[src/tmc_pkg.sv]
package tmc_pkg;

	localparam int PAGE_COUNT     = 17;
	localparam int PAGE_WORDS     = 4096;
	localparam int TILE_BANK_BITS = 8;
	localparam int VRAM_DEPTH     = PAGE_COUNT * PAGE_WORDS;
	localparam int VRAM_AW        = $clog2(VRAM_DEPTH);
	localparam int PAGE_AW        = $clog2(PAGE_WORDS);

	localparam logic [2:0] NO_OWNER = 3'd4;

	typedef logic [15:0][2:0] owner_map_t;

	typedef enum logic [3:0] {
		ACT_REG_WR  = 4'd0,
		ACT_REG_BW  = 4'd1,
		ACT_REG_RD  = 4'd2,
		ACT_TILE_BK = 4'd3,
		ACT_LOOKUP  = 4'd4,
		ACT_VRAM_WR = 4'd5,
		ACT_VRAM_RD = 4'd6,
		ACT_VRAM_BW = 4'd7,
		ACT_VRAM_BR = 4'd8
	} act_t;

	typedef enum logic [2:0] {
		ST_IDLE,
		ST_EXEC,
		ST_POST,
		ST_VRD,
		ST_LAYOUT,
		ST_MOD,
		ST_OUT
	} st_t;

	typedef struct packed {
		logic               en;
		logic               we;
		logic [VRAM_AW-1:0] addr;
		logic [15:0]        wdata;
	} vram_req_t;

	localparam logic [4:0] REG_CTRL   = 5'h00;
	localparam logic [4:0] REG_MODE   = 5'h04;
	localparam logic [4:0] REG_PAGE   = 5'h19;
	localparam logic [4:0] REG_BANK_L = 5'h1a;
	localparam logic [4:0] REG_BANK_H = 5'h1b;
	localparam logic [4:0] REG_LOOKUP = 5'h1c;
	localparam logic [4:0] REG_IRQ    = 5'h03;

endpackage

[src/tmc_layout.sv]
module tmc_layout (
	input  logic                  clk,
	input  logic                  arst_n,
	input  logic                  start,
	input  logic [1:0]            layer_sel,
	input  logic                  assoc_dflt,
	input  logic [7:0][4:0]       geom,
	output tmc_pkg::owner_map_t   owner_map,
	output logic                  assoc_new,
	output logic                  busy
);
	import tmc_pkg::*;

	owner_map_t owner_q;
	logic [1:0] lyr_q;
	logic       busy_q;
	logic [1:0] y, x, h, w;
	logic [2:0] who;
	logic       full_map;
	logic [1:0] dr, dc;
	owner_map_t owner_nx;

	// any layer spanning the whole 4x4 map disables association
	always_comb begin
		full_map = 1'b0;
		for (int l = 0; l < 4; l++) begin
			if (geom[l][4:3] == 2'd0 && geom[l+4][4:3] == 2'd0 &&
			    geom[l][1:0] == 2'd3 && geom[l+4][1:0] == 2'd3) begin
				full_map = 1'b1;
			end
		end
		assoc_new = assoc_dflt && !full_map;
	end

	always_comb begin
		y        = geom[lyr_q][4:3];
		h        = geom[lyr_q][1:0];
		x        = geom[lyr_q + 3'd4][4:3];
		w        = geom[lyr_q + 3'd4][1:0];
		who      = assoc_new ? {1'b0, lyr_q} : {1'b0, layer_sel};
		owner_nx = owner_q;
		dr       = '0;
		dc       = '0;
		for (int p = 0; p < 16; p++) begin
			dr = 2'(p >> 2) - y;
			dc = 2'(p) - x;
			if (dr <= h && dc <= w && owner_q[p] == NO_OWNER) begin
				owner_nx[p] = who;
			end
		end
	end

	// one layer claimed per cycle, lowest layer first
	always_ff @(posedge clk or negedge arst_n) begin
		if (!arst_n) begin
			owner_q <= '0;
			lyr_q   <= '0;
			busy_q  <= 1'b0;
		end else if (start) begin
			owner_q <= {16{NO_OWNER}};
			lyr_q   <= '0;
			busy_q  <= 1'b1;
		end else if (busy_q) begin
			owner_q <= owner_nx;
			lyr_q   <= lyr_q + 1'b1;
			if (lyr_q == 2'd3) begin
				busy_q <= 1'b0;
			end
		end
	end

	assign owner_map = owner_q;
	assign busy      = busy_q;

endmodule

[config.mk]
export PLATFORM = sky130hd
export DESIGN_NAME = tmc_layout
export DESIGN_NICKNAME = d
export VERILOG_FILES = /design/src/tmc_pkg.sv /design/src/tmc_layout.sv
export SDC_FILE = /design/constraint.sdc
export NUM_CORES = 1
export LEC_CHECK = 0
export CAP_MARGIN = 25
export CORE_ASPECT_RATIO = 1.4
export CORE_MARGIN = 1
export CORE_UTILIZATION = 50
export CTS_BUF_LIST = sky130_fd_sc_hd__clkbuf_4
export DETAILED_ROUTE_END_ITERATION = 10
export DONT_BUFFER_PORTS = 1
export PLACE_DENSITY = 0.68
export SYNTH_ARGS = -nofsm -noshare
export SYNTH_HDL_FRONTEND = slang
export SYNTH_SLANG_ARGS = --single-unit
[constraint.sdc]
create_clock -name clk -period 2.7 [get_ports clk]
set_input_delay 0.54 -clock clk [delete_from_list [all_inputs] [get_ports clk]]
set_output_delay 0.54 -clock clk [all_outputs]
set_load 0.005 [all_outputs]
* Yosys cells after proc, flatten, opt, wreduce, memory -nomap -nowiden
Cells that the tools add are included. W data, S select, Z words.
Storage, ports and cells: register bits 51, bits of input ports 46, logic and storage cells 182, output and inout bits 50
Operators by class: $add $sub $neg 10, muxes and demuxes 32, magnitude comparators 10, reductions and logical operators 87, equal/unequal tests 25
Operator list (count):
- $mux W48 | 2
- $eq A3 B3 Y1 const B | 16
- $mux W3 | 16
- $logic_and A1 B1 Y1 | 45
- $reduce_bool A2 Y1 | 17
- $reduce_and A2 Y1 | 16
- $eq A2 B2 Y1 const B | 9
- $le A2 B2 Y1 | 8
- $logic_not A2 Y1 | 8
- $bmux W5 S3 | 1
- $bmux W5 S2 | 1
- $mux W5 | 2
- $sub A1 B2 Y2 const A | 4
- $sub A2 B2 Y2 const A | 4
- $mux W1 | 7
- $mux W2 | 3
- $lt A2 B4 Y1 const B | 1
- $lt A3 B4 Y1 const B | 1
- $add A2 B3 Y3 const B | 1
- $add A2 B1 Y2 const B | 1
- $logic_not A1 Y1 | 1

* Depth between registers and ports, before layout
Gate-level depths: netlist of run 1.
word-level depth 14, mapped depth 9, depth with buffers taken out 8

* Worst setup path after synthesis of run 1
No wires, ideal clock.
path kind register to register, from register lyr_q[1], to register owner_q (netlist bit owner_map[26]), data required time 2582 ps, arrival time 2722 ps, stages on the path, launching flop included 10, slack -140 ps, setup time 118 ps, clock period less this slack 2840 ps, path buffers 1, path through dfrtp_1 clkbuf_1 mux4_1 xor2_1 inv_1 ha_1 nor2b_1 o31ai_1 nand4_1 a21o_1
Between the ends: cells in the longest elaborated chain, start to end 9, elaborated cells between the ends (all ways) 13, classes of those cells add/sub: 3; order compare: 2; mux: 4; reduce/logical: 4
Ends and longest elaborated chain:
- from (decl) | line tmc_layout.sv:15 | logic [1:0] lyr_q;
- from (signal assigned) | line tmc_layout.sv:65 | lyr_q <= lyr_q + 1'b1;
- $add A2 B3 Y3 | line tmc_layout.sv:38, tmc_layout.sv:39
- $bmux W5 S3 | line tmc_layout.sv:38, tmc_layout.sv:39
- $mux W5 (not written as such) | line tmc_layout.sv:39 | w = geom[lyr_q + 3'd4][1:0];
- $sub A1 B2 Y2 | line tmc_layout.sv:46 | dc = 2'(p) - x;
- $le A2 B2 Y1 | line tmc_layout.sv:47 | if (dr <= h && dc <= w && owner_q[p] == NO_OWNER) begin
- $logic_and A1 B1 Y1 (*) (2 in series) | line tmc_layout.sv:47
- $reduce_bool A2 Y1 (no line) (*)
- $reduce_and A2 Y1 (no line) (*)
- to (signal assigned) | line tmc_layout.sv:60 | owner_q <= {16{NO_OWNER}};
- to (signal assigned) | line tmc_layout.sv:64 | owner_q <= owner_nx;
- to (decl) | line tmc_layout.sv:14 | owner_map_t owner_q;
Mark *: on every way between the ends. The rest lies on a longest branch, timed or not. The select of a mux whose other input is x is not followed. A chain may end at the register's enable or synchronous reset.

* Final worst setup path of run 1
from register lyr_q[1], to register owner_q (netlist bit owner_map[14])
Same word-level chain as after synthesis.

==> out/metrics.yaml, run 1 <==
cells_and_area:
  stdcell_area_mm2: 0.00290
  syn2layout_area_growth_pct: 8.89
  multi_input_area_mm2: 0.00118
  final_common_cell: "dfrtp_1"
  antenna_cells: 0
  fin_nets: 324
  final_layout_size_suffix_gt1_frac: 0.143
  fin_cells: 332
  n_fill_cell: 463
  layout_common_cells: "49 x dfrtp_1, 42 x inv_1, 34 x o22ai_1, 25 x nor2_1, 20 x nand4_1"
  regArea_mm2: 0.00128
cts:
  clk_pin_slew_ns: 0.14
  cts-root-buf: "clkbuf_4"
  clk_path_buf_depth: 2
  ctsHtreeMaxLevel: 2
  clkLatencyLatePin_ns: 0.37
  cts_buffers: 5
  tritoncts: "yes"
  clock-sinks: 51
sta:
  fin_crit_sh: 0.949
  hold_viol: 0
  tightest_slew_ns: 0.509
  skew_ns: 0.0181
  fmax_ghz: 0.390
  fin_crit_ns: 2.56
  slew_headroom: 0.658
  setup_viol: 0
  drv_slew: 0
  rsz0062_at_grt: "true"
  holdWs_ns: 0.256
worst_setup_path:
  cp_max_fo: 7
  crit_path_frequent_cell: "buf_4"
  slowest_delay_ns: 0.55
  r2r_end: "owner_map[14]$_DFFE_PN0P_"
  setup.worst_path.class: "register to register"
  path_cells: "buf_4, mux4_2, xnor2_2, inv_1, ha_1, nor2b_1, o21ai_1, buf_4, nand4_1, a21o_1"
  r2r_start: "lyr_q[1]$_DFFE_PN0P_"
  cp.arrival_ns: 2.82
  critPathSlowestCell: "mux4_2"
  startpoint_type: "register"
  cp_data_required_time_ns: 2.96
  reg2reg_slack_ns: 0.14
  endpoint_kind: "register"
  worstRegToRegCells: 10
global_route:
  antenna_found_initial: 0
  grt_max_degree: 56
  grt_use_total: 0.205
  overflow: 0
  grt_pass1_vias: 1867
  grt_pass1_wl_um: 8790
detailed_routing:
  vias: 1970
  drt_first_iter_violations: 176
  drt_first_pass_iters: 4
  wl_per_cell_um: 17.0
  avgViaCountPerCell: 5.93
  wl_um: 5630
  drt.antenna.violating_nets: 0
  route.detailed.drc: 0
worst_hold_path:
  min_from: "start"
  min_path_cells: 1
  hp-class: "input pin to register"
  hold-path-endpoint: "owner_map[11]$_DFFE_PN0P_"
job:
  maxCapViolations: 0
pwr:
  pwr-share-seq: 0.433
  p_leak_nw: 1.24
  clock_power_share: 0.111
  p_sw_frac: 0.404
  p_int_w: 0.00184
  power_density_mw_per_mm2: 1070
  power_frac_comb: 0.457
  power.switching_w: 0.00125
  peakVddDrop_uv: 346
logic_synthesis:
  async_reset_ff_frac: 1.00
  syn_area_mm2: 0.00266
  ys_ff_latch: 51
  synth_cell_types: 26
  ys.flop_type: "dfrtp_1"
  synth_nets: 312
  synth-edff-count: 0
  ys_seq_area_frac: 0.480
  yosysWarnings: 0
  syn_avg_cell_area_um2: 10.5
  synth_cells: 253
floorplan:
  die-width_um: 63.7
  die_h_um: 88.3
  initial_core_util: 0.516
  coreArea_mm2: 0.00516
  io_pins: 96
  dieArea_mm2: 0.00562
  rows: 31
outcome:
  status: "completed"
placement:
  detailed_place_hpwl_um: 4050
  gp_congestion: 0.862
  post-place-cells: 321
  placed_cell_area_mm2: 0.00279
  portBuffers: 0
[timing repair]
item                       CTS  global route
gates resized for setup      1             7
pin swaps                    0             3
setup endpoints to repair    8            30
hold endpoints to repair    51             0
hold buffers                 2             0
setup buffers                0             1
[flip-flops by register name, indices dropped and copies added, names as in the netlist]
signal	count
lyr_q	2
owner_map	48
busy	1
[final cells by class]
| class | count | share of cell area |
|---|---|---|
| Clock buffer | 6 | 0.0155 |
| Clock inverter | 2 | 0.00432 |
| Inverter | 42 | 0.0544 |
| Multi-Input combinational cell | 149 | 0.407 |
| Timing Repair Buffer | 16 | 0.0492 |
| Tap cell | 66 | 0.0285 |
| Sequential cell | 51 | 0.441 |
[critical path: cells and delay by family, from the launching register on]
kind / cells / cell delay [ns]
buffers and inverters: 3 / 0.35
flip-flops: 1 / 0.47
XOR/XNOR: 1 / 0.20
AND/OR/NAND/NOR: 2 / 0.27
multiplexers: 1 / 0.55
AO/OA/AOI/OAI: 2 / 0.31
adder cells (fa/ha/maj): 1 / 0.30
[worst max-delay path by stage]
stage | from | to
2_1_floorplan | lyr_q[1]$_DFFE_PN0P_ | owner_map[26]$_DFFE_PN0P_
4_1_cts | lyr_q[1]$_DFFE_PN0P_ | owner_map[32]$_DFFE_PN0P_
3_5_place_dp | lyr_q[1]$_DFFE_PN0P_ | owner_map[32]$_DFFE_PN0P_
3_3_place_gp | lyr_q[1]$_DFFE_PN0P_ | owner_map[32]$_DFFE_PN0P_
6_report | lyr_q[1]$_DFFE_PN0P_ | owner_map[14]$_DFFE_PN0P_
5_1_grt | lyr_q[1]$_DFFE_PN0P_ | owner_map[14]$_DFFE_PN0P_
[synthesized netlist by cell type, types with 2 or more instances]
| master | number | share of area |
|---|---|---|
| a21o_1 | 16 | 0.045 |
| buf_6 | 2 | 0.0085 |
| clkbuf_1 | 9 | 0.013 |
| dfrtp_1 | 51 | 0.48 |
| ha_1 | 13 | 0.061 |
| inv_1 | 42 | 0.059 |
| mux2i_4 | 2 | 0.017 |
| mux4_1 | 2 | 0.020 |
| mux4_2 | 6 | 0.051 |
| nand2_1 | 3 | 0.0042 |
| nand3_1 | 2 | 0.0038 |
| nand4_1 | 20 | 0.047 |
| nor2_1 | 25 | 0.035 |
| nor2b_1 | 9 | 0.021 |
| o21ai_0 | 2 | 0.0038 |
| o22ai_1 | 34 | 0.080 |
| o31ai_1 | 2 | 0.0056 |
| or4_1 | 4 | 0.011 |
| xnor2_1 | 2 | 0.0066 |
[power groups by stage]
stage	Combinational (W)	Clock, W	Sequential (W)
floorplan	0.00101	0	0.00127
global placement	0.00135	0	0.00135
detailed placement	0.00138	0	0.00136
CTS	0.00141	0.000357	0.00134
global route	0.00160	0.000384	0.00139
finish	0.00141	0.000342	0.00134
[stage by stage]
stage / total power [W] / setup slack, ns / utilization / setup TNS, ns
2_1_floorplan: 0.00228 / 0.0246 / - / 0
3_3_place_gp: 0.00270 / 0.0178 / 0.540 / 0
3_5_place_dp: 0.00274 / -0.0257 / 0.540 / -0.107
4_1_cts: 0.00311 / 0.0342 / 0.559 / 0
5_1_grt: 0.00337 / -0.0101 / 0.562 / -0.0120
6_report: 0.00309 / 0.138 / 0.562 / 0
[layer usage]
metal	global-route usage	routed length, µm	up-vias
met5	0	0	-
met4	0.0806	97	0
met2	0.346	2840	83
met3	0.0541	379	8
li1	-	-	936
met1	0.249	2320	943
[cells by family (layout without fill, tap and decap cells)]
logic type / after synthesis / after routing / share of synthesized area
muxes: 11 / 11 / 0.0912
xor gates and xnor gates: 3 / 3 / 0.00987
AOI/OAI and AO/OA: 58 / 58 / 0.147
adders and majority gates: 13 / 13 / 0.0611
DFF: 51 / 51 / 0.480
buffers and inverters: 53 / 66 / 0.0804
and+or+nand+nor: 64 / 64 / 0.131
No activity file was read; power rests on OpenSTA's default activity.
==> run 2: changes to the inputs <==
CORE_UTILIZATION = 59   (was 50)
PLACE_DENSITY = 0.78   (was 0.68)
==> run 2 against run 1 <==
  * Combinational power grew 4%
  * Sequential power is essentially flat
  * Critical path depth shrank 2
  * Die area shrank 15%
  * Final area grew 1.3%
  * Clock skew shrank 0.0019 ns
  * Cell count shrank 0.90%
  * Clock-buffer cell count shrank 1
  * Clock power grew 26%
  * First-iteration DRC count shrank 34%
  * Non-clock buffer count grew 3
  * Largest cell class unchanged
==> out/metrics.yaml, run 2 (synthesis results as in run 1) <==
outcome:
  status: "completed"
cts:
  tritoncts: "yes"
  clk_path_buf_depth: 2
  cts_buffers: 5
  clk_pin_slew_ns: 0.14
  clkLatencyLatePin_ns: 0.37
  ctsHtreeMaxLevel: 2
  clock-sinks: 51
  cts-root-buf: "clkbuf_4"
pwr:
  power_density_mw_per_mm2: 1100
  total_power_w: 0.00324
  peakVddDrop_uv: 553
  p_leak_nw: 1.27
floorplan:
  coreArea_mm2: 0.00427
  rows: 28
  io_pins: 96
  die-width_um: 58.8
  initial_core_util: 0.623
  dieArea_mm2: 0.00479
  die_h_um: 81.5
sta:
  setup_viol: 0
  fin_crit_ns: 2.63
  drv_slew: 0
  tightest_slew_ns: 0.587
  hold_viol: 0
  slew_headroom: 0.600
  fin_tns_setup_ns: 0
  fin_crit_sh: 0.974
  fmax_ghz: 0.380
  skew_ns: 0.0162
placement:
  detailed_place_hpwl_um: 4180
  placed_cell_area_mm2: 0.00276
  portBuffers: 0
  post-place-cells: 313
  gp_congestion: 0.841
detailed_routing:
  wl_per_cell_um: 17.7
  route.detailed.drc: 0
  drt_first_iter_violations: 117
  vias: 1993
  avgViaCountPerCell: 6.06
  drt_first_pass_iters: 4
  wl_um: 5820
  drt.antenna.violating_nets: 0
worst_setup_path:
  reg2reg_slack_ns: 0.07
  startpoint_type: "register"
  critPathSlowestCell: "mux4_2"
  worstRegToRegCells: 8
  r2r_start: "lyr_q[1]$_DFFE_PN0P_"
  setup.worst_path.class: "register to register"
  r2r_end: "owner_map[8]$_DFFE_PN0P_"
  path_cells: "mux4_2, xor2_2, ha_1, nor2b_1, o31ai_1, buf_4, nand4_1, a21o_1"
  cp_max_fo: 7
  cp.arrival_ns: 2.91
  endpoint_kind: "register"
  cp_num_buf_inv: 1
  slowest_delay_ns: 0.58
  cpLargestDelayFamily: "multiplexers"
  cp_data_required_time_ns: 2.98
job:
  maxCapViolations: 0
global_route:
  overflow: 0
  antenna_found_initial: 0
  grt_use_total: 0.247
  grt_max_degree: 56
  grt_pass1_vias: 1919
  grt_pass1_wl_um: 8770
worst_hold_path:
  min_from: "start"
  hold-path-endpoint: "lyr_q[0]$_DFFE_PN0P_"
  hp-class: "input pin to register"
  min_path_cells: 1
cells_and_area:
  multi_input_area_mm2: 0.00118
  antenna_cells: 0
  layout_common_cells: "49 x dfrtp_1, 42 x inv_1, 34 x o22ai_1, 25 x nor2_1, 20 x nand4_1"
  syn2layout_area_growth_pct: 10.3
  stdcell_area_mm2: 0.00294
  regArea_mm2: 0.00128
  fin_cells: 329
  n_fill_cell: 342
  final_layout_size_suffix_gt1_frac: 0.156
  final_common_cell: "dfrtp_1"
  fin_nets: 327
  largest_register_ffs: 48
## run 2: cell count changes in the layout (fill, tap and decap cells not counted), sizes merged
| cell | change |
|---|---|
| clkbuf | -1 |
| buf | +3 |
| bufinv | +1 |
## run 2: area by class of cell
cell class / instances / share of cell area
Sequential cell: 51 / 0.435
Multi-Input combinational cell: 149 / 0.401
Tap cell: 60 / 0.0256
Inverter: 42 / 0.0537
Clock inverter: 3 / 0.0149
Clock buffer: 5 / 0.0128
Timing Repair Buffer: 19 / 0.0562
## run 2: power by group
group / switching [W] / internal (W)
logic: 0.000760 / 0.000705
clock network: 0.000237 / 0.000195
registers: 0.000300 / 0.00104
total: 0.00130 / 0.00194
## run 2: worst max-delay path by stage
stage,start,slack [ns],cells past startpoint,end
after global routing,lyr_q[1]$_DFFE_PN0P_,-0.008,10,owner_map[14]$_DFFE_PN0P_
after CTS,lyr_q[1]$_DFFE_PN0P_,0.06,8,owner_map[8]$_DFFE_PN0P_
final,lyr_q[1]$_DFFE_PN0P_,0.07,8,owner_map[8]$_DFFE_PN0P_
after floorplan,lyr_q[1]$_DFFE_PN0P_,0.02,9,owner_map[26]$_DFFE_PN0P_
after global placement,lyr_q[0]$_DFFE_PN0P_,0.02,8,owner_map[41]$_DFFE_PN0P_
after detailed placement,lyr_q[0]$_DFFE_PN0P_,-0.05,8,owner_map[41]$_DFFE_PN0P_
## run 2: through the flow
step / hold WS, ns / setup slack (ns) / util
after floorplan: 0.244 / 0.0246 / -
after global placement: 0.245 / 0.0202 / 0.646
after detailed placement: 0.245 / -0.0490 / 0.646
after CTS: 0.204 / 0.0598 / 0.675
after global routing: 0.207 / -0.00832 / 0.687
final: 0.256 / 0.0710 / 0.687
## run 2: metal layers
metal / share of wire / wire length, µm / vias to the layer above / global-route usage
li1: - / - / 931 / -
met1: 0.38 / 2190 / 953 / 0.280
met2: 0.53 / 3070 / 94 / 0.440
met3: 0.071 / 414 / 15 / 0.0583
met4: 0.025 / 144 / 0 / 0.102
met5: 0 / 0 / - / 0
## run 2: repair_timing
action / CTS / global route
hold buffers: 2 / 0
pin swaps: 0 / 6
hold endpoints to repair: 51 / 0
endpoints found under the setup margin: 13 / 23
resized for setup: 2 / 5
setup buffers: 0 / 6
gates cloned: 0 / 0
## run 2: worst reg2reg max path: stages, from the launching register on
cell     delay (ns)
dfrtp_2        0.47
mux4_2         0.58
xor2_2         0.20
ha_1           0.31
nor2b_1        0.14
o31ai_1        0.28
buf_4          0.20
nand4_1        0.16
a21o_1         0.21
