$ cat src/tmc_pkg.sv
package tmc_pkg;

	localparam int PAGE_COUNT     = 17;
	localparam int PAGE_WORDS     = 4096;
	localparam int TILE_BANK_BITS = 8;
	localparam int VRAM_DEPTH     = PAGE_COUNT * PAGE_WORDS;
	localparam int VRAM_AW        = $clog2(VRAM_DEPTH);
	localparam int PAGE_AW        = $clog2(PAGE_WORDS);

	localparam logic [2:0] NO_OWNER = 3'd4;

	typedef logic [15:0][2:0] owner_map_t;

	typedef enum logic [3:0] {
		ACT_REG_WR  = 4'd0,
		ACT_REG_BW  = 4'd1,
		ACT_REG_RD  = 4'd2,
		ACT_TILE_BK = 4'd3,
		ACT_LOOKUP  = 4'd4,
		ACT_VRAM_WR = 4'd5,
		ACT_VRAM_RD = 4'd6,
		ACT_VRAM_BW = 4'd7,
		ACT_VRAM_BR = 4'd8
	} act_t;

	typedef enum logic [2:0] {
		ST_IDLE,
		ST_EXEC,
		ST_POST,
		ST_VRD,
		ST_LAYOUT,
		ST_MOD,
		ST_OUT
	} st_t;

	typedef struct packed {
		logic               en;
		logic               we;
		logic [VRAM_AW-1:0] addr;
		logic [15:0]        wdata;
	} vram_req_t;

	localparam logic [4:0] REG_CTRL   = 5'h00;
	localparam logic [4:0] REG_MODE   = 5'h04;
	localparam logic [4:0] REG_PAGE   = 5'h19;
	localparam logic [4:0] REG_BANK_L = 5'h1a;
	localparam logic [4:0] REG_BANK_H = 5'h1b;
	localparam logic [4:0] REG_LOOKUP = 5'h1c;
	localparam logic [4:0] REG_IRQ    = 5'h03;

endpackage

$ cat src/tmc_bankmod.sv
module tmc_bankmod (
	input  logic        clk,
	input  logic        arst_n,
	input  logic        start,
	input  logic [31:0] dividend,
	input  logic [12:0] bank_count,
	output logic [11:0] bank,
	output logic        busy
);
	import tmc_pkg::*;

	logic [31:0] div_q;
	logic [12:0] n_q;
	logic [12:0] rem_q;
	logic [5:0]  cnt_q;
	logic        busy_q;
	logic [11:0] bank_q;
	logic [12:0] n_eff;
	logic [13:0] trial;
	logic [13:0] diff;
	logic [12:0] rem_nx;

	assign n_eff = (bank_count > 13'h1000) ? 13'h1000 : bank_count;

	// restoring remainder, one dividend bit per cycle
	always_comb begin
		trial  = {rem_q, div_q[31]};
		diff   = trial - {1'b0, n_q};
		rem_nx = (trial >= {1'b0, n_q}) ? diff[12:0] : trial[12:0];
	end

	always_ff @(posedge clk or negedge arst_n) begin
		if (!arst_n) begin
			busy_q <= 1'b0;
			bank_q <= '0;
			cnt_q  <= '0;
		end else if (start) begin
			if (n_eff == '0) begin
				bank_q <= '0;
			end else begin
				busy_q <= 1'b1;
			end
			cnt_q <= 6'd32;
		end else if (busy_q) begin
			cnt_q <= cnt_q - 1'b1;
			if (cnt_q == 6'd1) begin
				busy_q <= 1'b0;
				bank_q <= rem_nx[11:0];
			end
		end
	end

	always_ff @(posedge clk) begin
		if (start) begin
			div_q <= dividend;
			n_q   <= n_eff;
			rem_q <= '0;
		end else if (busy_q) begin
			div_q <= {div_q[30:0], 1'b0};
			rem_q <= rem_nx;
		end
	end

	assign bank = bank_q;
	assign busy = busy_q;

endmodule

$ cat config.mk
export PLATFORM = sky130hd
export DESIGN_NAME = tmc_bankmod
export DESIGN_NICKNAME = d
export VERILOG_FILES = /design/src/tmc_pkg.sv /design/src/tmc_bankmod.sv
export SDC_FILE = /design/constraint.sdc
export NUM_CORES = 1
export LEC_CHECK = 0
export CAP_MARGIN = 0
export CELL_PAD_IN_SITES_DETAIL_PLACEMENT = 0
export CELL_PAD_IN_SITES_GLOBAL_PLACEMENT = 1
export CORE_MARGIN = 2
export CORE_UTILIZATION = 50
export DETAILED_ROUTE_END_ITERATION = 12
export DONT_BUFFER_PORTS = 1
export HOLD_SLACK_MARGIN = 0.05
export PLACE_DENSITY_LB_ADDON = 0.1
export SLEW_MARGIN = 20
export SYNTH_ARGS = -nofsm -noshare
export SYNTH_HDL_FRONTEND = slang
export SYNTH_SLANG_ARGS = --single-unit
$ cat constraint.sdc
create_clock -name clk -period 2.7 [get_ports clk]
set_input_delay 0.27 -clock clk [delete_from_list [all_inputs] [get_ports clk]]
set_output_delay 0.27 -clock clk [all_outputs]
set_load 0.03 [all_outputs]
== Word-level counts from Yosys, hierarchy flattened ==
Index checks and enable logic that the tools add are counted.

* Bits in registers: 77
* Bits of input ports: 48
* Output and inout bits: 13

* $add $sub $neg: 2
* Order comparisons: 2
* Equality and inequality tests: 3
* Multiplexer cells: 14
* Reduce and logical (&&, ||, !) cells: 4

{| class="wikitable"
|+ Operators with widths
! cell !! count
|-
| 32-bit 2-to-1 mux || 2
|-
| 12-bit 2-to-1 mux || 4
|-
| 13-bit 2-to-1 mux || 2
|-
| 14-bit by 13-bit greater-or-equal comparator with 1-bit output || 1
|-
| 13-bit greater-than comparator, second input constant || 1
|-
| 13-bit logical NOT || 1
|-
| 13-bit subtractor || 1
|-
| 6-bit 2-to-1 mux || 2
|-
| 6-bit by 1-bit equality test with 1-bit output, second input constant || 1
|-
| 6-bit by 1-bit subtractor with 6-bit output, second input constant || 1
|-
| 1-bit 2-to-1 mux || 4
|-
| 2-bit nonzero test || 2
|-
| 3-bit AND reduction || 1
|-
| 2-bit by 1-bit inequality test with 1-bit output, second input constant || 1
|-
| 2-bit inequality test, second input constant || 1
|}

== Depth between registers and ports, before layout ==
Gate-level depths: netlist of run 1.

* Word-level depth: 5
* Mapped depth: 12
* Depth with buffers taken out: 10

== Worst setup path before layout of run 1 ==
Ideal clock, no wire load.

* Path kind: reg-to-reg
* Start: register div_q[31]
* End: register rem_q[0]
* Library setup time: 0.106 ns
* Arrival: 2.303 ns
* Setup slack: 0.291 ns
* Cell stages (with the launch flop): 12
* Period minus slack after synthesis: 2.409 ns
* Path through: edfxtp_1 -> inv_1 -> ha_1 -> inv_1 -> fa_1 -> a21oi_1 -> o211ai_1 -> a21o_2 -> a21o_1 -> buf_6 -> buf_12 -> o311ai_0

* Word-level cells in the longest chain between the ends: 2

{| class="wikitable"
|+ RTL lines
! what !! RTL line !! source
|-
| from (decl) || tmc_bankmod.sv:12 || <nowiki>logic [31:0] div_q;</nowiki>
|-
| from (signal assigned) || tmc_bankmod.sv:55 || <nowiki>div_q <= dividend;</nowiki>
|-
| from (signal assigned) || tmc_bankmod.sv:59 || <nowiki>div_q <= {div_q[30:0], 1'b0};</nowiki>
|-
| 13-bit subtractor / 14-bit by 13-bit greater-or-equal comparator with 1-bit output (equally long branches) || tmc_bankmod.sv:28, tmc_bankmod.sv:29 ||
|-
| 13-bit 2-to-1 mux * || tmc_bankmod.sv:29 || <nowiki>rem_nx = (trial >= {1'b0, n_q}) ? diff[12:0] : trial[12:0];</nowiki>
|-
| to (signal assigned) || tmc_bankmod.sv:60 || <nowiki>rem_q <= rem_nx;</nowiki>
|-
| to (decl) || tmc_bankmod.sv:14 || <nowiki>logic [12:0] rem_q;</nowiki>
|}

Every way passes the cells marked *; elsewhere a longest branch is shown, timed or not.
A chain may end at the register's enable or synchronous reset.

== Worst setup path in the final report of run 1 ==
* Start: register div_q[31]
* End: register rem_q[3]

Same word-level chain as after synthesis.

==> metrics.csv, run 1 <==
stage,metric,value,unit
run_status,status,completed,
routing,first_pass_iters,4,
die,dieArea,8967,µm²
job,maxCapViolCount,0,
critical_path,reg2reg_depth,11,
finish,finalNetCount,430,
routing,wl_per_cell,16.74,µm
finish,area_growth,9.218,%
clocking,htree_levels,3,
clocking,cts_buffers,9,
hold_path,hold_depth,1,
logic_synthesis,synth-edff-count,45,
logic_synthesis,syn_area,4113,µm²
placement,io_buffers,0,
timing,fin_ws,178.0,ps
power_and_ir_drop,p_int,2.741,mW
routing,num_vias,2674,
global_route,grt.total_usage,0.1858,
routing,routed_wl,7966,µm
power_and_ir_drop,power_frac_seq,0.413,
power_and_ir_drop,swShare,0.3731,
clocking,cts_max_path_buffers,2,
clocking,cts_tree,yes,
timing,rsz0062_at_grt,true,
clocking,clkTransAtPathRegs,90,ps
global_route,antenna_found_initial,0,
critical_path,cp.arrival,2780,ps
timing,max_freq,396.5,MHz
timing,setup_viol,0,
clocking,root_buffer,clkbuf_8,
die,core.rowCount,33,
finish,drive_gt1_frac,0.1914,
timing,whs,108.8,ps
clocking,clkLatencyLatePin,340,ps
critical_path,cp.required,2960,ps
routing,drc,0,
die,ioPinCount,61,
routing,viasPerCell,5.618,
power_and_ir_drop,total_leakage_power,1.810,nW
placement,pre_cts_ws,97.23,ps
routing,ant_nets,0,
finish,register_area,2087,µm²
timing,finalHoldViolCount,0,
logic_synthesis,synth_top_area_cell,edfxtp_1,
power_and_ir_drop,clockPowerShare,0.226,
logic_synthesis,synth_cells,362,
timing,drv_slew,0,
timing,period_share,0.9341,
logic_synthesis,synth_area_per_cell,11.36,µm²
finish,multi_input_area,1851,µm²
die,die_h,94.70,µm
placement,routabilityCongestion,0.8299,
power_and_ir_drop,peakVddDrop,379.1,µV
logic_synthesis,async_flop_share,0.2468,
power_and_ir_drop,p_switching,1.631,mW
logic_synthesis,synth_warnings,0,
timing,setup_tns,0,ps
logic_synthesis,yosysMostFrequentCell,edfxtp_1,
power_and_ir_drop,comb_power_share,0.361,
finish,fill_cells,716,
placement,dpl.cell_count,457,
global_route,grt_overflow,0,
logic_synthesis,ys_ff_latch,77,
die,start_util,0.5082,
logic_synthesis,synthTopCellsByCount,"45 x edfxtp_1, 31 x mux2_2, 27 x nand2_1",
timing,finClkSkew,7.683,ps
clocking,cts_setup_buffers,0,
critical_path,cp_max_fo,18,
finish,final_cells,476,
power_and_ir_drop,p_per_area,973.4,nW/µm²
clocking,clkSinkCount,77,
logic_synthesis,synth_seq_area_share,0.5075,
logic_synthesis,syn-num-nets,426,
power_and_ir_drop,power,4.372,mW
critical_path,criticalPathCategory,register to register,
logic_synthesis,ys.flop_type,edfxtp_1,
critical_path,startpoint_type,register,
timing,min_period,2522,ps
hold_path,hold_path_class,input port to register,
timing,worstMarginPinSlew,837.2,ps
finish,antenna_cells,0,
logic_synthesis,yosysTopAreaCellShare,0.3286,
global_route,grt_pass1_vias,2608,
routing,drt-initial-drc-count,142,
logic_synthesis,synth_area_leaders,"edfxtp_1 33%, dfrtp_1 12%, mux2_2 8.5%",
global_route,grt_max_degree,44,
timing,relSlewSlack,0.4400,
global_route,grt_pass1_wl,12700,µm
die,core,8093,µm²
placement,dp_hpwl,5641,µm
critical_path,endpoint_kind,register,
logic_synthesis,ys_types,61,
die,die_w,94.70,µm
[logic make-up (layout without fill, tap and decap cells)]
logic type      Yosys count  in the layout  share of synthesized area
compound gates           77             77                     0.1384
xor+xnor                 10             10                    0.02130
fa+ha+maj                16             16                    0.05050
buf+inv                  41             50                    0.04442
flops                    77             77                     0.5075
mux                      42             42                     0.1117
simple gates             99             99                     0.1263
[power by group through the flow]
stage	sequential, mW	combinational (mW)	clock [mW]
detailed placement	1.84	1.54	0
global placement	1.83	1.54	0
floorplan	1.77	1.28	0
finish	1.81	1.58	0.987
global route	1.84	1.77	1.06
CTS	1.81	1.57	1.01
[cells in the final DEF, fill, tap and decap left out, drive strengths merged, types with 3 or more instances in the layout]
cell type,instances
dfxtp,13
a21o,4
nor2,24
o211ai,3
edfxtp,45
xnor2,6
nor2b,16
o21a,3
a21oi,13
ha,15
dfrtp,19
mux2,31
inv,24
o311ai,3
buf,9
clkbuf,10
nand3,5
mux2i,11
nor3b,3
nand2,27
nand3b,3
xor2,4
nor3,4
a211oi,13
o21ai,20
[stage by stage]
step	instance area, µm²	util
after floorplan	4113	-
after global placement	4220	0.5215
after detailed placement	4220	0.5215
after CTS	4484	0.5541
after global routing	4492	0.5550
final	4492	0.5550
[layout make-up]
class,instances,area share
flip-flops and latches,77,0.4646
multi-input cells,244,0.4120
well taps,105,0.02925
clock buffers,10,0.02841
repair buffers,11,0.02507
clock inverters,6,0.02145
inverters,23,0.01922
[repair_timing]
item / 4_1_cts / 5_1_grt
hold buffers: 3 / 0
hold endpoints to repair: 47 / 0
gates resized for setup: 0 / 2
setup endpoints to repair: 0 / 19
[worst max-delay path: stages (launching register included)]
cell,delay [ps]
edfxtp_1,420
inv_1,80
ha_1,160
inv_1,50
fa_1,430
a21oi_2,200
o211ai_1,120
a21o_2,240
a21o_1,210
buf_12,160
mux2i_1,140
a211oi_1,240
[path summary, 6_finish.rpt]
path / end / slack [ps] / from
min in group asynchronous: bank[4]$_DFFE_PN0P_ / 470 / arst_n
max reg2reg: rem_q[3]$_SDFFE_PP0P_ / 180 / div_q[31]$_DFFE_PP_
min reg2reg: rem_q[6]$_SDFFE_PP0P_ / 520 / rem_q[6]$_SDFFE_PP0P_
max in group asynchronous: busy$_DFFE_PN0P_ / 1710 / arst_n
min: n_q[6]$_DFFE_PP_ / 110 / bank_count[12]
max: rem_q[3]$_SDFFE_PP0P_ / 180 / div_q[31]$_DFFE_PP_
[routing by layer]
layer  vias up  track usage  routed length [µm]
met4         0      0.05797                  92
met1      1262       0.2768                3969
met3         8      0.03911                 483
li1       1331            -                   -
met2        73       0.2707                3421
met5         -            0                   0
[state kept, by name (all words and copies together) (netlist names)]
signal  count
cnt_q       6
busy        1
div_q      32
n_q        13
rem_q      13
bank       12
Note: power is estimated with default switching activity, not from simulation.
==> run 2, diff against run 1 <==
CORE_ASPECT_RATIO = 0.75   (was not set)
CORE_UTILIZATION = 25   (was 50)
clock period = 2.9 ns   (was 2.7 ns; I/O delays follow)
==> run 2 against run 1 <==
Net effect: count of clock-buffer cells in the layout grew 2; power grew 3.6%; sequential cell count is the same; die area grew 95%; critical path type unchanged; critical endpoint is now rem_q[4]$_SDFFE_PP0P_; highest routed layer unchanged.
==> metrics.csv, run 2 (same netlist as run 1, synthesis figures left out) <==
stage,metric,value,unit,change
critical_path,crit_chain,inv_1 -> ha_1 -> inv_1 -> fa_1 -> a21oi_1 -> o211ai_1 -> a21o_2 -> a21o_1 -> buf_12 -> mux2i_1 -> a211oi_1,,was inv_1 -> ha_1 -> inv_1 -> fa_1 -> a21oi_2 -> o211ai_1 -> a21o_2 -> a21o_1 -> buf_12 -> mux2i_1 -> a211oi_1
hold_path,hold_path.startpoint,start,,was bank_count[12]
power_and_ir_drop,p_per_area,950.5,nW/µm²,was 973.4 nW/µm²
finish,finalNetCount,436,,was 430
die,core,16070,µm²,was 8093 µm²
routing,drt-initial-drc-count,172,,was 142
finish,largest_register,div_q,,unchanged
global_route,grt_overflow,0,,unchanged
critical_path,cp.required,3140,ps,was 2960 ps
placement,io_buffers,0,,unchanged
power_and_ir_drop,peakVddDrop,319.2,µV,was 379.1 µV
critical_path,slowest_stage,edfxtp_1,,was fa_1
critical_path,cp.arrival,2940,ps,was 2780 ps
clocking,clkTransAtPathRegs,60,ps,was 90 ps
timing,finalHoldViolCount,0,,unchanged
critical_path,path_common_cell,inv_1,,unchanged
critical_path,r2r-end,rem_q[4]$_SDFFE_PP0P_,,was rem_q[3]$_SDFFE_PP0P_
critical_path,startpoint_type,register,,unchanged
die,dieArea,17500,µm²,was 8967 µm²
critical_path,reg2reg_depth,11,,unchanged
placement,dpl.cell_count,566,,was 457
routing,drc,0,,unchanged
power_and_ir_drop,total_leakage_power,1.891,nW,was 1.810 nW
timing,setup_tns,0,ps,unchanged
die,start_util,0.2560,,was 0.5082
routing,viasPerCell,4.559,,was 5.618
global_route,antenna_found_initial,0,,unchanged
clocking,cts_tree,yes,,unchanged
finish,reg_top3,"div_q x32, n_q x13, rem_q x13",,unchanged
placement,dpl_cell_area,4394,µm²,was 4220 µm²
die,die_w,152.1,µm,was 94.70 µm
die,ioPinCount,61,,unchanged
die,die_h,115.1,µm,was 94.70 µm
timing,max_freq,370.5,MHz,was 396.5 MHz
finish,postLayoutCellArea,4767,µm²,was 4492 µm²
critical_path,max_stage_delay,410,ps,was 430 ps
clocking,clkSinkCount,77,,unchanged
timing,period_share,0.9307,,was 0.9341
placement,dp_hpwl,7341,µm,was 5641 µm
job,maxCapViolCount,0,,unchanged
clocking,root_buffer,clkbuf_16,,was clkbuf_8
timing,drv_slew,0,,unchanged
finish,drive_gt1_frac,0.1963,,was 0.1914
finish,area_growth,15.91,%,was 9.218%
global_route,grt_max_degree,58,,was 44
global_route,grt_pass1_vias,2687,,"was 2,608"
finish,mostFrequentLayoutCells,"45 x edfxtp_1, 31 x mux2_2, 27 x nand2_1",,unchanged
finish,largest_register_ffs,32,,unchanged
routing,wl_per_cell,17.19,µm,was 16.74 µm
timing,relSlewSlack,0.4943,,was 0.4400
hold_path,hold_depth,0,,was 1
clocking,cts_buffers,9,,unchanged
finish,final_common_cell,edfxtp_1,,unchanged
timing,worstMarginPinSlew,758.5,ps,was 837.2 ps
critical_path,crit_start,div_q[31]$_DFFE_PP_,,unchanged
finish,utilization,0.2967,,was 0.5550
routing,ant_nets,0,,unchanged
critical_path,r2r_slack,200,ps,was 180 ps
global_route,grt.total_usage,0.1194,,was 0.1858
run_status,status,completed,,unchanged
clocking,htree_levels,3,,unchanged
timing,rsz0062_at_grt,false,,was true
clocking,clkLatencyLatePin,340,ps,about the same
placement,routabilityCongestion,0.7804,,was 0.8299
die,core.rowCount,40,,was 33
finish,antenna_cells,0,,unchanged
timing,min_period,2699,ps,was 2522 ps
timing,setup_viol,0,,unchanged
timing,finClkSkew,11.00,ps,was 7.683 ps
global_route,grt_pass1_wl,15840,µm,"was 12,700 µm"
critical_path,cp_max_fo,7,,was 18
critical_path,endpoint_kind,register,,unchanged
routing,first_pass_iters,5,,was 4
hold_path,min_to,n_q[3]$_DFFE_PP_,,was n_q[6]$_DFFE_PP_
critical_path,worstReg2RegStart,div_q[31]$_DFFE_PP_,,unchanged
critical_path,criticalPathCategory,register to register,,unchanged
timing,fin_ws,200.9,ps,was 178.0 ps
routing,routed_wl,10090,µm,was 7966 µm
finish,final_cells,587,,was 476
clocking,cts_max_path_buffers,2,,unchanged
placement,pre_cts_ws,221.2,ps,was 97.23 ps
hold_path,hold_path_class,input port to register,,unchanged
clocking,cts_setup_buffers,0,,unchanged
routing,num_vias,2676,,"was 2,674"
-- run 2: cell types whose count changed in the layout (fill, tap and decap cells not counted), moves of 2 or more --
cell | before | now
buf_4 | 7 | 10
dlygate4sd3_1 | 2 | 4
clkinv_4 | 2 | 0
clkbuf_16 | 0 | 10
clkbuf_8 | 9 | 2
-- run 2: worst max-delay path: cells and delay by family (launching register included) --
| family | cells | cell delay, ps |
|---|---|---|
| AOI/OAI and AO/OA | 5 | 1170 |
| adders and majority gates | 2 | 570 |
| buffers and inverters | 3 | 310 |
| DFF | 1 | 410 |
| muxes | 1 | 140 |
-- run 2: layout make-up --
cell class / count / area, µm²
flip-flops and latches: 77 / 2087
multi-input cells: 244 / 1843
well taps: 210 / 262.8
clock inverters: 4 / 50.05
inverters: 23 / 86.33
fillers: 1645 / 11300
clock buffers: 12 / 277.8
repair buffers: 17 / 160.2
-- run 2: power breakdown --
part	total, mW	switching, mW	leakage (nW)	internal [mW]
Clock	1.22	0.452	0.165	0.768
Combinational	1.60	0.881	0.906	0.720
Sequential	1.71	0.317	0.820	1.39
-- run 2: repair_timing --
action,CTS,global route
resized for setup,0,0
hold endpoints to repair,33,20
endpoints found under the setup margin,0,0
hold buffers,3,2
-- run 2: worst max-delay path by stage --
stage | slack, ps | endpoint | cells past startpoint
finish | 200 | rem_q[4]$_SDFFE_PP0P_ | 11
global placement | 270 | rem_q[8]$_SDFFE_PP0P_ | 11
floorplan | 490 | rem_q[0]$_SDFFE_PP0P_ | 11
detailed placement | 220 | rem_q[8]$_SDFFE_PP0P_ | 11
global route | 50 | rem_q[11]$_SDFFE_PP0P_ | 10
CTS | 200 | rem_q[4]$_SDFFE_PP0P_ | 11
-- run 2: metrics by stage --
stage          power (mW)  hold WS, ps
2_1_floorplan       2.841       -5.591
3_3_place_gp        3.346       -5.012
3_5_place_dp        3.320       -5.059
4_1_cts             4.589        55.70
5_1_grt             4.833        51.50
6_report            4.531        76.72
-- run 2: routing by layer --
metal  wire length, µm  global-route usage  vias up
met3               771             0.04372       10
met4               114             0.03489        0
li1                  -                   -     1341
met2              3470              0.1369       74
met1              5736              0.1953     1251
met5                 0                   0        -
==> run 3, diff against run 2 <==
CORE_ASPECT_RATIO = 1.25   (was 0.75)
==> run 3 against run 2 <==
Net effect: worst setup slack better by 71 ps; sequential power about the same; power down 5.9%; cell count down 0.51%; global-route usage up 0.39 points; via count up 2.8%; critical endpoint is now rem_q[6]$_SDFFE_PP0P_; largest power group unchanged.
==> metrics.csv, run 3 (same netlist as run 1, synthesis figures left out) <==
stage,metric,value,unit,change
timing,worstMarginPinSlew,927.0,ps,was 758.5 ps
timing,finalHoldViolCount,0,,unchanged
placement,io_buffers,0,,unchanged
clocking,cts_tree,yes,,unchanged
run_status,status,completed,,unchanged
finish,register_area,2087,µm²,unchanged
timing,setup_viol,0,,unchanged
timing,finClkSkew,7.719,ps,was 11.00 ps
timing,relSlewSlack,0.3800,,was 0.4943
hold_path,hold_path_class,input port to register,,unchanged
global_route,grt_overflow,0,,unchanged
global_route,antenna_found_initial,0,,unchanged
critical_path,cp_max_fo,18,,was 7
routing,viasPerCell,4.711,,was 4.559
routing,wl_per_cell,17.44,µm,was 17.19 µm
clocking,htree_levels,3,,unchanged
finish,largest_register,div_q,,unchanged
routing,wl_met2,5091,µm,was 3470 µm
finish,utilization,0.2885,,was 0.2967
die,start_util,0.2549,,was 0.2560
power_and_ir_drop,power,4.265,mW,was 4.531 mW
critical_path,endpoint_kind,register,,unchanged
finish,finalNetCount,427,,was 436
finish,antenna_cells,0,,unchanged
finish,largest_register_ffs,32,,unchanged
global_route,grt.total_usage,0.1233,,was 0.1194
routing,drt-initial-drc-count,111,,was 172
routing,top_layer,met4,,unchanged
finish,mostFrequentLayoutCells,"45 x edfxtp_1, 31 x mux2_2, 27 x nand2_1",,unchanged
power_and_ir_drop,total_leakage_power,1.823,nW,was 1.891 nW
die,die_w,118.7,µm,was 152.1 µm
finish,reg_top3,"div_q x32, n_q x13, rem_q x13",,unchanged
critical_path,cp.arrival,2890,ps,was 2940 ps
clocking,cts_buffers,9,,unchanged
die,core.rowCount,52,,was 40
critical_path,r2r_slack,270,ps,was 200 ps
routing,routed_wl,10190,µm,"was 10,090 µm"
power_and_ir_drop,peakVddDrop,337.6,µV,was 319.2 µV
finish,final_common_cell,edfxtp_1,,unchanged
routing,ant_nets,0,,unchanged
routing,m1WireLength,4156,µm,was 5736 µm
timing,setup_tns,0,ps,unchanged
finish,postLayoutCellArea,4656,µm²,was 4767 µm²
timing,min_period,2628,ps,was 2699 ps
clocking,clkSinkCount,77,,unchanged
finish,multi_input_area,1847,µm²,was 1843 µm²
placement,routabilityCongestion,0.7935,,was 0.7804
clocking,clkTransAtPathRegs,60,ps,about the same
critical_path,criticalPathCategory,register to register,,unchanged
finish,fill_cells,1734,,"was 1,645"
critical_path,cp.required,3160,ps,was 3140 ps
routing,num_vias,2751,,"was 2,676"
placement,dpl_cell_area,4324,µm²,was 4394 µm²
clocking,cts_max_path_buffers,2,,unchanged
timing,rsz0062_at_grt,false,,unchanged
timing,max_freq,380.5,MHz,was 370.5 MHz
die,dieArea,17500,µm²,about the same
critical_path,startpoint_type,register,,unchanged
finish,area_growth,13.20,%,was 15.91%
routing,first_pass_iters,6,,was 5
timing,drv_slew,0,,unchanged
die,die_h,147.4,µm,was 115.1 µm
placement,dpl.cell_count,565,,was 566
global_route,grt_max_degree,44,,was 58
die,core,16140,µm²,"was 16,070 µm²"
timing,period_share,0.9064,,was 0.9307
clocking,cts_setup_buffers,0,,unchanged
placement,dp_hpwl,7131,µm,was 7341 µm
global_route,grt_pass1_vias,2945,,"was 2,687"
routing,drc,0,,unchanged
clocking,root_buffer,clkbuf_16,,unchanged
clocking,clkLatencyLatePin,350,ps,was 340 ps
global_route,grt_pass1_wl,16400,µm,"was 15,840 µm"
routing,wl_met3,477,µm,was 771 µm
power_and_ir_drop,p_per_area,916.0,nW/µm²,was 950.5 nW/µm²
finish,drive_gt1_frac,0.1848,,was 0.1963
job,maxCapViolCount,0,,unchanged
die,ioPinCount,61,,unchanged
finish,final_cells,584,,was 587
run 3: cell types whose count changed in the layout (fill, tap and decap cells not counted), moves of 2 or more:
cell and delta:
inv_6 +3, dlygate4sd3_1 -2, buf_4 -5, clkbuf_8 -2
run 3: power breakdown:
part           internal [mW]  switching (mW)  leakage, nW
logic                  0.623           0.826        0.863
clock network          0.599           0.506        0.139
registers               1.39           0.319        0.820
total                   2.61            1.65         1.82
run 3: cell type report:
| cell class | count | area share |
|---|---|---|
| inverters | 23 | 0.01854 |
| repair buffers | 8 | 0.01666 |
| well taps | 216 | 0.05805 |
| flip-flops and latches | 77 | 0.4483 |
| clock inverters | 7 | 0.01344 |
| multi-input cells | 244 | 0.3967 |
| clock buffers | 9 | 0.04837 |
run 3: repair_timing:
item / CTS / global route
gates resized for setup: 0 / 1
hold buffers: 3 / 0
endpoints found under the setup margin: 0 / 1
endpoints found under the hold margin: 47 / 0
run 3: worst paths after layout:
| check | cells after the start | start | to |
|---|---|---|---|
| max | 11 | div_q[31]$_DFFE_PP_ | rem_q[6]$_SDFFE_PP0P_ |
| min | 1 | bank_count[12] | n_q[3]$_DFFE_PP_ |
| max reg2reg | 11 | div_q[31]$_DFFE_PP_ | rem_q[6]$_SDFFE_PP0P_ |
| min reg2reg | 2 | rem_q[3]$_SDFFE_PP0P_ | rem_q[3]$_SDFFE_PP0P_ |
| max in group asynchronous | 1 | arst_n | bank[5]$_DFFE_PN0P_ |
| min in group asynchronous | 1 | arst_n | cnt_q[2]$_DFFE_PN0P_ |
run 3: worst max-delay path, stage by stage, from the launching register on:
cell and delay [ps]:
edfxtp_1 410, inv_1 80, ha_1 160, inv_1 50, fa_1 430, a21oi_2 230, o211ai_1 130, a21o_2 230
a21o_1 180, buf_4 220, mux2i_1 170, a211oi_1 250
run 3: per-stage QoR:
step | hold slack, ps | worst slack, ps
floorplan | -5.591 | 490.8
global placement | -4.447 | 217.1
detailed placement | -4.393 | 189.3
CTS | 104.5 | 166.5
global route | 116.0 | 94.61
finish | 129.6 | 271.5
run 3: layer usage:
layer / vias up / track usage
met5: - / 0
met4: 0 / 0.07798
met3: 23 / 0.03395
met2: 68 / 0.2086
met1: 1330 / 0.1366
li1: 1330 / -
